<file path="src/pmq_pkg.sv">
`timescale 1ns / 1ps
package pmq_pkg;
    localparam int NUM_KINDS   = 14;
    localparam int QUEUE_DEPTH = 16;
    localparam int TAG_BITS    = 16;
    localparam int KIND_W      = 4;
    localparam int TGT_W       = 16;
    localparam int QIDX_W      = (QUEUE_DEPTH > 1) ? $clog2(QUEUE_DEPTH) : 1;
    localparam int CNT_W       = $clog2(QUEUE_DEPTH + 1);
    localparam int KSEL_W      = (NUM_KINDS > 1) ? $clog2(NUM_KINDS) : 1;

    localparam logic [1:0] ACT_ADD    = 2'd0;
    localparam logic [1:0] ACT_PULL   = 2'd1;
    localparam logic [1:0] ACT_REMOVE = 2'd2;

    typedef logic [TAG_BITS-1:0] tag_t;

    typedef struct packed {
        logic [1:0]  action;
        logic [TGT_W-1:0] target;
        logic [KIND_W-1:0] event_kind;
    } req_t;

    typedef struct packed {
        logic              found;
        logic [KIND_W-1:0] out_kind;
        logic [TGT_W-1:0]  out_target;
        logic              overflow;
    } rsp_t;

    // command from the top level to every queue cell
    typedef struct packed {
        logic push;
        logic pop;
        logic flush;
        tag_t tag;
    } cell_cmd_t;

    // status a cell reports back
    typedef struct packed {
        logic busy;
        logic full;
        logic nonempty;
        tag_t head;
    } cell_sts_t;

    function automatic tag_t to_tag(input logic [TGT_W-1:0] t);
        logic [TAG_BITS+TGT_W-1:0] w;
        w = {{TAG_BITS{1'b0}}, t};
        return w[TAG_BITS-1:0];
    endfunction

    function automatic logic [TGT_W-1:0] from_tag(input tag_t t);
        logic [TAG_BITS+TGT_W-1:0] w;
        w = {{TGT_W{1'b0}}, t};
        return w[TGT_W-1:0];
    endfunction
endpackage

</file>
<file path="src/pmq_if.sv">
`timescale 1ns / 1ps
interface pmq_if #(parameter type T = logic);
    logic valid;
    logic ready;
    T     data;
    modport source (output valid, output data, input ready);
    modport sink   (input valid, input data, output ready);
endinterface

</file>
<file path="src/pmq_cell.sv">
`timescale 1ns / 1ps
// One FIFO; entries sit in a shift line, slot 0 is the head.
// Flush compacts one slot per cycle: the scan walks the line, copying kept
// entries down to a write pointer.
module pmq_cell (
    input  logic                clk,
    input  logic                rst_n,
    input  pmq_pkg::cell_cmd_t  cmd,
    output pmq_pkg::cell_sts_t  sts
);
    pmq_pkg::tag_t                  mem_reg [pmq_pkg::QUEUE_DEPTH];
    logic [pmq_pkg::CNT_W-1:0]      cnt_reg, cnt_next;
    logic [pmq_pkg::CNT_W-1:0]      rd_reg, rd_next;
    logic [pmq_pkg::CNT_W-1:0]      wr_reg, wr_next;
    logic                           scan_reg, scan_next;
    pmq_pkg::tag_t                  ftag_reg;

    always_comb
    begin
        cnt_next  = cnt_reg;
        rd_next   = rd_reg;
        wr_next   = wr_reg;
        scan_next = scan_reg;
        if (scan_reg)
        begin
            if (rd_reg == cnt_reg)
            begin
                scan_next = 1'b0;
                cnt_next  = wr_reg;
            end
            else
            begin
                rd_next = rd_reg + 1'b1;
                if (mem_reg[rd_reg[pmq_pkg::QIDX_W-1:0]] != ftag_reg)
                    wr_next = wr_reg + 1'b1;
            end
        end
        else if (cmd.flush)
        begin
            scan_next = 1'b1;
            rd_next   = '0;
            wr_next   = '0;
        end
        else if (cmd.push && cnt_reg != pmq_pkg::CNT_W'(pmq_pkg::QUEUE_DEPTH))
            cnt_next = cnt_reg + 1'b1;
        else if (cmd.pop && cnt_reg != '0)
            cnt_next = cnt_reg - 1'b1;
    end

    always_ff @(posedge clk or negedge rst_n)
    begin
        if (!rst_n)
        begin
            cnt_reg  <= '0;
            rd_reg   <= '0;
            wr_reg   <= '0;
            scan_reg <= 1'b0;
        end
        else
        begin
            cnt_reg  <= cnt_next;
            rd_reg   <= rd_next;
            wr_reg   <= wr_next;
            scan_reg <= scan_next;
        end
    end

    always_ff @(posedge clk)
    begin
        if (!scan_reg && cmd.flush)
            ftag_reg <= cmd.tag;
        if (scan_reg)
        begin
            if (rd_reg != cnt_reg)
                mem_reg[wr_reg[pmq_pkg::QIDX_W-1:0]] <=
                    mem_reg[rd_reg[pmq_pkg::QIDX_W-1:0]];
        end
        else if (cmd.push && cnt_reg != pmq_pkg::CNT_W'(pmq_pkg::QUEUE_DEPTH))
            mem_reg[cnt_reg[pmq_pkg::QIDX_W-1:0]] <= cmd.tag;
        else if (cmd.pop && cnt_reg != '0)
            for (int i = 0; i < pmq_pkg::QUEUE_DEPTH - 1; i++)
                mem_reg[i] <= mem_reg[i+1];
    end

    assign sts.busy     = scan_reg;
    assign sts.full     = (cnt_reg == pmq_pkg::CNT_W'(pmq_pkg::QUEUE_DEPTH));
    assign sts.nonempty = (cnt_reg != '0);
    assign sts.head     = mem_reg[0];
endmodule

</file>
<file path="src/priority_multi_queue_with_tag_flush_unit.sv">
`timescale 1ns / 1ps
// channel | dir | payload
// req     | in  | action, target, event_kind
// rsp     | out | found, out_kind, out_target, overflow
// Add and pull: the result is registered when the beat is taken; req is taken
// only while no beat is held in rsp.
// Remove: every cell compacts its own line in parallel; the result turns valid
// once wait_reg sees that no cell is busy any more.
// rsp stall holds the result register; the next req waits for it to drain.
// Reset clears all counts; tag storage is not cleared.
module priority_multi_queue_with_tag_flush_unit (
    input logic clk,
    input logic rst_n,
    pmq_if.sink   req,
    pmq_if.source rsp
);
    pmq_pkg::cell_cmd_t cmd [pmq_pkg::NUM_KINDS];
    pmq_pkg::cell_sts_t sts [pmq_pkg::NUM_KINDS];
    logic [pmq_pkg::NUM_KINDS-1:0] busy_v;

    logic       rvalid_reg;
    logic       wait_reg;      // remove in progress
    pmq_pkg::rsp_t rdata_reg;
    pmq_pkg::rsp_t rdata_next;
    pmq_pkg::req_t r;
    logic       acc;
    logic       any_busy;

    assign r   = req.data;
    assign acc = req.valid && req.ready;

    // priority pick over the cells (fixed low index first)
    logic                         hit;
    logic [pmq_pkg::KSEL_W-1:0]   hk;
    pmq_pkg::tag_t                ht;
    always_comb
    begin
        hit = 1'b0;
        hk  = '0;
        ht  = '0;
        for (int k = pmq_pkg::NUM_KINDS - 1; k >= 0; k--)
            if (sts[k].nonempty)
            begin
                hit = 1'b1;
                hk  = pmq_pkg::KSEL_W'(k);
                ht  = sts[k].head;
            end
    end

    genvar g;
    generate
        for (g = 0; g < pmq_pkg::NUM_KINDS; g++)
        begin : g_cell
            always_comb
            begin
                cmd[g].tag   = pmq_pkg::to_tag(r.target);
                cmd[g].push  = acc && r.action == pmq_pkg::ACT_ADD &&
                               {1'b0, r.event_kind} == 5'(g);
                cmd[g].pop   = acc && r.action == pmq_pkg::ACT_PULL &&
                               hit && hk == pmq_pkg::KSEL_W'(g);
                cmd[g].flush = acc && r.action == pmq_pkg::ACT_REMOVE;
            end
            assign busy_v[g] = sts[g].busy;
            pmq_cell u_cell (.clk(clk), .rst_n(rst_n), .cmd(cmd[g]), .sts(sts[g]));
        end
    endgenerate

    assign any_busy  = |busy_v;
    assign req.ready = !rvalid_reg && !wait_reg;
    assign rsp.valid = rvalid_reg;
    assign rsp.data  = rdata_reg;

    logic add_ovf;
    always_comb
    begin
        add_ovf = 1'b1;
        for (int k = 0; k < pmq_pkg::NUM_KINDS; k++)
            if ({1'b0, r.event_kind} == 5'(k))
                add_ovf = sts[k].full;
    end

    // result of the beat on req; unused fields stay zero
    always_comb
    begin
        rdata_next = '0;
        case (r.action)
            pmq_pkg::ACT_ADD:
                rdata_next.overflow = add_ovf;
            pmq_pkg::ACT_PULL:
            begin
                rdata_next.found      = hit;
                rdata_next.out_kind   = pmq_pkg::KIND_W'(hk);
                rdata_next.out_target = pmq_pkg::from_tag(ht);
            end
            default: ;
        endcase
    end

    always_ff @(posedge clk or negedge rst_n)
    begin
        if (!rst_n)
        begin
            rvalid_reg <= 1'b0;
            wait_reg   <= 1'b0;
            rdata_reg  <= '0;
        end
        else
        begin
            if (rsp.valid && rsp.ready)
                rvalid_reg <= 1'b0;
            if (wait_reg && !any_busy)
            begin
                wait_reg   <= 1'b0;
                rvalid_reg <= 1'b1;
            end
            if (acc)
            begin
                rdata_reg <= rdata_next;
                case (r.action)
                    pmq_pkg::ACT_REMOVE: wait_reg <= 1'b1;
                    default: rvalid_reg <= 1'b1;
                endcase
            end
        end
    end

    a_no_acc_busy: assert property (@(posedge clk) disable iff (!rst_n)
        any_busy |-> !req.ready) else $error("req taken during flush");
    a_hold: assert property (@(posedge clk) disable iff (!rst_n)
        rsp.valid && !rsp.ready |=> rsp.valid && $stable(rsp.data))
        else $error("rsp dropped");
    a_one: assert property (@(posedge clk) disable iff (!rst_n)
        !(rvalid_reg && wait_reg)) else $error("overlap");
endmodule
</file>
<file path="src/flat_wrapper.sv">
// flat-port wrapper written by rule: the top's interface ports become plain ports
module priority_multi_queue_with_tag_flush_unit_flat 
  (clk, rst_n, req_valid, req_data, req_ready, rsp_valid, rsp_data, rsp_ready);
  pmq_if req_i ();
  pmq_if rsp_i ();
  input logic clk;
  input logic rst_n;
  input wire logic [$bits(req_i.valid)-1:0] req_valid;
  input wire logic [$bits(req_i.data)-1:0] req_data;
  output wire logic [$bits(req_i.ready)-1:0] req_ready;
  output wire logic [$bits(rsp_i.valid)-1:0] rsp_valid;
  output wire logic [$bits(rsp_i.data)-1:0] rsp_data;
  input wire logic [$bits(rsp_i.ready)-1:0] rsp_ready;
  assign req_i.valid = req_valid;
  assign req_i.data = req_data;
  assign req_ready = req_i.ready;
  assign rsp_valid = rsp_i.valid;
  assign rsp_data = rsp_i.data;
  assign rsp_i.ready = rsp_ready;
  priority_multi_queue_with_tag_flush_unit u_core (.clk(clk), .rst_n(rst_n), .req(req_i), .rsp(rsp_i));
endmodule
</file>
<file path="config.mk">
export PLATFORM = sky130hd
export DESIGN_NAME = priority_multi_queue_with_tag_flush_unit_flat
export DESIGN_NICKNAME = d
export VERILOG_FILES = /design/src/pmq_pkg.sv /design/src/pmq_if.sv /design/src/pmq_cell.sv /design/src/priority_multi_queue_with_tag_flush_unit.sv /design/src/flat_wrapper.sv
export SDC_FILE = /design/constraint.sdc
export NUM_CORES = 1
export LEC_CHECK = 0
export BUFFER_PORTS_ARGS = -buffer_cell sky130_fd_sc_hd__buf_4
export CORE_MARGIN = 2
export CORE_UTILIZATION = 35
export DETAILED_ROUTE_END_ITERATION = 7
export HOLD_SLACK_MARGIN = 0.15
export SYNTH_ARGS = -nofsm -noshare
export SYNTH_HDL_FRONTEND = slang
export SYNTH_SLANG_ARGS = --single-unit
</file>
<file path="constraint.sdc">
create_clock -name clk -period 1.7 [get_ports clk]
set_input_delay 0.34 -clock clk [delete_from_list [all_inputs] [get_ports clk]]
set_output_delay 0.34 -clock clk [all_outputs]
set_load 0.01 [all_outputs]
</file>
## Yosys cells after proc, flatten, opt, wreduce, memory -nomap -nowiden

Memories as Yosys holds them, arrays and structs flattened.
Cells that the tools add are included.

| storage, ports and cells | value |
|---|---|
| output and inout bits | 3 |
| memory bits (read-only) | 0 |
| bits in latches | 0 |
| input port bits | 5 |
| memories kept | 2 |
| bits in writable memories | 512 |
| register bits | 34 |
| word-level logic and storage cells | 83 |

Memories:

| name | words | width | read ports | clocked after memory_dff | write ports | RTL line | text |
|---|---|---|---|---|---|---|---|
| u_core.g_cell[0].u_cell.mem_reg | 16 | 16 | 1 | 0 | 1 | pmq_cell.sv:11 | `pmq_pkg::tag_t mem_reg [pmq_pkg::QUEUE_DEPTH];` |
| u_core.g_cell[1].u_cell.mem_reg | 16 | 16 | 1 | 0 | 1 | pmq_cell.sv:11 |  |

| operators by class | value |
|---|---|
| shifts and indexed selects | 0 |
| eq/ne operators | 12 |
| $lt $le $gt $ge | 0 |
| bitwise operators | 2 |
| divide/modulo/power cells | 0 |
| reductions and logical operators | 19 |
| mux-type cells | 32 |
| add/subtract/negate cells | 6 |
| multiply operators | 0 |

Operators by type and width:

| cell | number |
|---|---|
| $mux 16 | 2 |
| $ne 16x16->1 const B | 2 |
| $reduce_or 16->1 | 2 |
| $add 5x1->5 const B | 6 |
| $mux 5 | 6 |
| $mux 1 | 22 |
| $eq 5x5->1 | 2 |
| $eq 5x5->1 const B | 2 |
| $ne 5x5->1 | 2 |
| $ne 5x5->1 const B | 2 |
| $mux 4 | 2 |
| $reduce_and 2->1 | 4 |
| $logic_and 1x1->1 | 6 |
| $reduce_and 3->1 | 2 |
| $logic_not 4->1 | 1 |
| $ne 2x1->1 const B | 2 |
| $reduce_bool 2->1 | 2 |
| $reduce_bool 3->1 | 1 |
| $not 1->1 | 2 |
| $logic_not 1->1 | 1 |

## Depth between registers and ports, before layout

| depth | value |
|---|---|
| depth in word-level cells | 9 |
| depth in mapped cells | 6 |
| mapped depth without buffers | 6 |

## By module

From an unflattened synthesis, not the netlist that was laid out.

| second synthesis, totals | value |
|---|---|
| cell total of the unflattened synthesis | 2,394 |
| area, all modules | 28,551.1 um2 |

Modules (own cells, without submodules):

| module | instances | sequential area each (um2) | cells each | area each (um2) |
|---|---|---|---|---|
| pmq_cell at u_core.g_cell[0].u_cell | 1 | 8,568.2 | 1,214 | 14,430.1 |
| pmq_cell at u_core.g_cell[1].u_cell | 1 | 8,568.2 | 1,170 | 14,003.4 |
| priority_multi_queue_with_tag_flush_unit | 1 | 50.0 | 10 | 117.6 |

## Worst setup path before layout

OpenSTA, ideal clock, no wires.

| path | value |
|---|---|
| path type | reg2reg |
| start point | reg u_core.g_cell[0].u_cell.cnt_reg[0] (netlist name) |
| end point | reg u_core.g_cell[0].u_cell.cnt_reg[0] (netlist name) |
| data arrival time | 1.616 ns |
| setup time | 0.125 ns |
| stages on the path, launching flop included | 7 |
| buffers on the path | 0 |
| clock period less this slack | 1.741 ns |
| path slack | -0.041 ns |
| required time | 1.575 ns |
| path through | dfrtp_1 -> inv_1 -> ha_1 -> nor4bb_2 -> or4_4 -> o31a_4 -> mux2_4 |

| between the ends | value |
|---|---|
| word-level cells in the longest chain between the ends | 4 |
| elaborated cells on any way between the ends | 9 |
| those cells by class | 1 x add/sub; 3 x eq/ne; 2 x mux; 3 x reduce/logical |

Ends and longest elaborated chain:

| element | RTL line | text |
|---|---|---|
| start, declared | pmq_cell.sv:12 | `logic [pmq_pkg::CNT_W-1:0] cnt_reg, cnt_next;` |
| start signal, assigned | pmq_cell.sv:61 | `cnt_reg <= cnt_next;` |
| branches (longest 4 deep; another with $add 5x1->5) | -- |  |

Several ways; the timed one is not identified. The select of a mux whose other input is x is not followed.
A chain may end at the register's enable or synchronous reset.

## Worst setup path in the final report

Ends and elaborated chain as after synthesis.

==> metrics.md <==
| Metric | Value |
|---|---|
| Hold Vio Cnt, Final | 0 |
| Hpwl dp | 1820 um |
| Post-Syn Instances | ~120 |
| Post-synthesis sequential area ratio | between 40% and 50% |
| Status | complete, no violations |
| Final setup TNS | 0 ps |
| Post-synth EDFFs | 0 |
| Post-DR wirelength/cell | between 10 and 15 um |
| CP Capture Type | flop |
| FF-to-FF path depth | 6 |
| Critical-path cell list | inv_1 > ha_2 > nor4bb_4 > or4_4 > o31a_4 > mux2_4 |
| Dpl ws | 4.13 ps |
| Worst EP arrival | between 1500 and 2000 ps |
| Gr usage total | roughly 14% |
| Mapped Area | between 1000 and 1500 um^2 |
| Sink Count | 24 |
| RSZ-0062 raised after global routing | true |
| CTS clk-pin slew, worst paths | approximately 80 ps |
| Worst Min Path Start | rsp_ready |
| Met2 WL post-DR | about 1300 um |
| Largest net degree at the start of global routing | 25 |
| Met3 routed WL | between 60 and 70 um |
| Synth Area per Inst | ~11 um^2 |
| Die height | between 60 and 70 um |
| RR Startpoint | u_core.g_cell[0].u_cell.cnt_reg[0] |
| Max-slew headroom | roughly four fifths |
| Skew-Pair Late Insertion Delay | 260 ps |
| Filler Cells Inserted | about 350 |
| Finished Core Util | 43.3% |
| Initial antenna violation count | 0 |
| Post-synthesis net count | around 130 |
| Area delta synth->final | 19.3% |
| Initial DRC Count | 10 |
| CTS H-tree lvls | 1 |
| Final period utilization | slightly below 100% |
| N_diodes | 0 |
| Synth cell types | 35 |
| Critical path's largest stage delay | roughly 450 ps |
| Initial Util | 36.3% |
| DRT Pass-1 Iters | 4 |
| Yosys warning count | 0 |
| DRC violations left | 0 |
| Chip width | roughly 66 um |
| Min Hold Slack | between 200 and 250 ps |
| Lkg Pwr | approximately 0.78 nW |
| Max-slew violations | 0 |
| Crit Path Class | flop to flop |
| Final WS setup | between 20 and 25 ps |
| Reg area | 601 um^2 |
| FMAX | roughly 600 MHz |
| Hold depth | 2 |
| Most common cell after layout, fill and taps aside | dfrtp_1 |
| Min Tclk post-route | approximately 1700 ps |
| CTS Buf Count | 3 |
| VDD IR-drop max | roughly 530 uV |
| Vias after detailed routing | approximately 940 |
| Placement Rows | 22 |
| Worst path required time | about 1900 ps |
| NumNets Final | 149 |
| Most frequent cells in the layout | 24 x dfrtp_1, 16 x buf_4, 14 x xnor2_1 |
| Critical Path Slowest Stage Cell | or4_4 |
| Slew @ Worst Pin | between 300 and 400 ps |
| Setup violators final | 0 |
| Clock Skews | between 4 and 5 ps |
| Main synth FF type | dfrtp_1 |
| Multi-input logic area | 697 um^2 |
| Clk buf depth | 2 |
| Vias in the first global route | around 1000 |
| Layout cells sized above 1 | about a quarter |
| Post-CTS setup buffers | 0 |
| R2R setup slack | between 20 and 25 ps |
| Flops & latches, synth | 24 |
| M1 WL | just over 1000 um |
| Core Footprint | approximately 3700 um^2 |
| Vias/cell | around 5.1 |
| Power Density | about 1200 nW/um^2 |
| Crit path launch type | flop |
| Hold Path Sink | u_core.rsp.valid |
| Worst min path class | input pin to flop |
| Max_cap viols | 0 |
| Cell family with most CP delay | simple AND/OR/NAND/NOR gates |
| WP buf/inv | 1 |
| DR top layer | met4 |
| Gr ovfl total | 0 |
| Root buf cell | clkbuf_8 |
| Gp weighted congestion | roughly 0.83 |
| Io pins | 8 |
| Area after DPL | roughly 1500 um^2 |
| Final instance area | 1580 um^2 |
| PortBufs | 7 |
| Routed Antenna Nets | 0 |
| Crit-path max FO | 4 |
| First-pass GRT wire length | around 4500 um |
| Async S/R FF share, synth | 100% |
| Critical R2R Capture | u_core.g_cell[0].u_cell.cnt_reg[0] |
| Die area | ~4300 um^2 |
| Final WL | roughly 2400 um |
| TritonCTS clock tree | yes |
cells by family after synthesis:
logic type	after synthesis	share of synthesized area [%]
and+or+nand+nor	26	13.2
DFF	24	45.2
xor gates and xnor gates	23	15.2
AOI/OAI and AO/OA	22	14.0
buffers and inverters	11	3.11
adders and majority gates	6	5.65
muxes	4	3.58
metrics by stage:
step | total power (W) | instances
after detailed placement | 0.00145 | 180
after floorplan | 0.00121 | 116
final | 0.00184 | 185
after global routing | 0.00198 | 185
after CTS | 0.00185 | 185
after global placement | 0.00142 | 180
timing repair:
| item | 4_1_cts | 5_1_grt |
|---|---|---|
| endpoints found under the hold margin | 24 | 0 |
| endpoints found under the setup margin | 1 | 6 |
| pin swaps | 0 | 2 |
| hold buffers | 1 | 0 |
| resized for setup | 1 | 2 |
cell usage after synthesis, types with 2 or more instances:
cell / instances / area [um^2]
nand4_1: 3 / 18.8
nor2_1: 3 / 11.3
inv_1: 11 / 41.3
a22o_2: 3 / 30.0
o21ai_0: 2 / 10.0
xnor2_1: 14 / 123
mux2_2: 2 / 22.5
dfrtp_1: 24 / 601
a21oi_1: 3 / 15.0
nand2_1: 2 / 7.51
o211ai_1: 3 / 22.5
and3_1: 2 / 12.5
ha_1: 6 / 75.1
nand3_1: 7 / 35.0
a22o_1: 3 / 26.3
xor2_1: 9 / 78.8
routing by layer:
metal / GRT usage [%] / vias to the layer above
li1: - / 456
met3: 3.60 / 7
met2: 25.0 / 11
met5: 0 / -
met1: 14.5 / 470
met4: 5.21 / 0
final cells by class:
| type | count | area share (%) |
|---|---|---|
| clock buffer | 4 | 3.48 |
| inverter | 11 | 2.61 |
| multi-input combinational | 81 | 44.0 |
| sequential | 24 | 37.9 |
| tap | 48 | 3.79 |
| timing repair buffer | 17 | 8.21 |
worst max-delay path by stage:
stage,startpoint,end,cells after the start
floorplan,u_core.g_cell[0].u_cell.cnt_reg[0],u_core.g_cell[0].u_cell.cnt_reg[0],6
global placement,u_core.g_cell[0].u_cell.cnt_reg[0],u_core.g_cell[0].u_cell.cnt_reg[0],6
detailed placement,u_core.g_cell[0].u_cell.cnt_reg[0],u_core.g_cell[0].u_cell.cnt_reg[0],6
CTS,u_core.g_cell[0].u_cell.cnt_reg[0],u_core.g_cell[0].u_cell.cnt_reg[0],6
global route,u_core.g_cell[0].u_cell.cnt_reg[0],u_core.g_cell[0].u_cell.cnt_reg[0],6
finish,u_core.g_cell[0].u_cell.cnt_reg[0],u_core.g_cell[0].u_cell.cnt_reg[0],6
power breakdown:
part | switching, W | total, W | internal, W
registers | 0.000160 | 0.000825 | 0.000665
clock network | 0.000175 | 0.000382 | 0.000207
logic | 0.000294 | 0.000634 | 0.000340
Power figures use the tool's default switching activity.
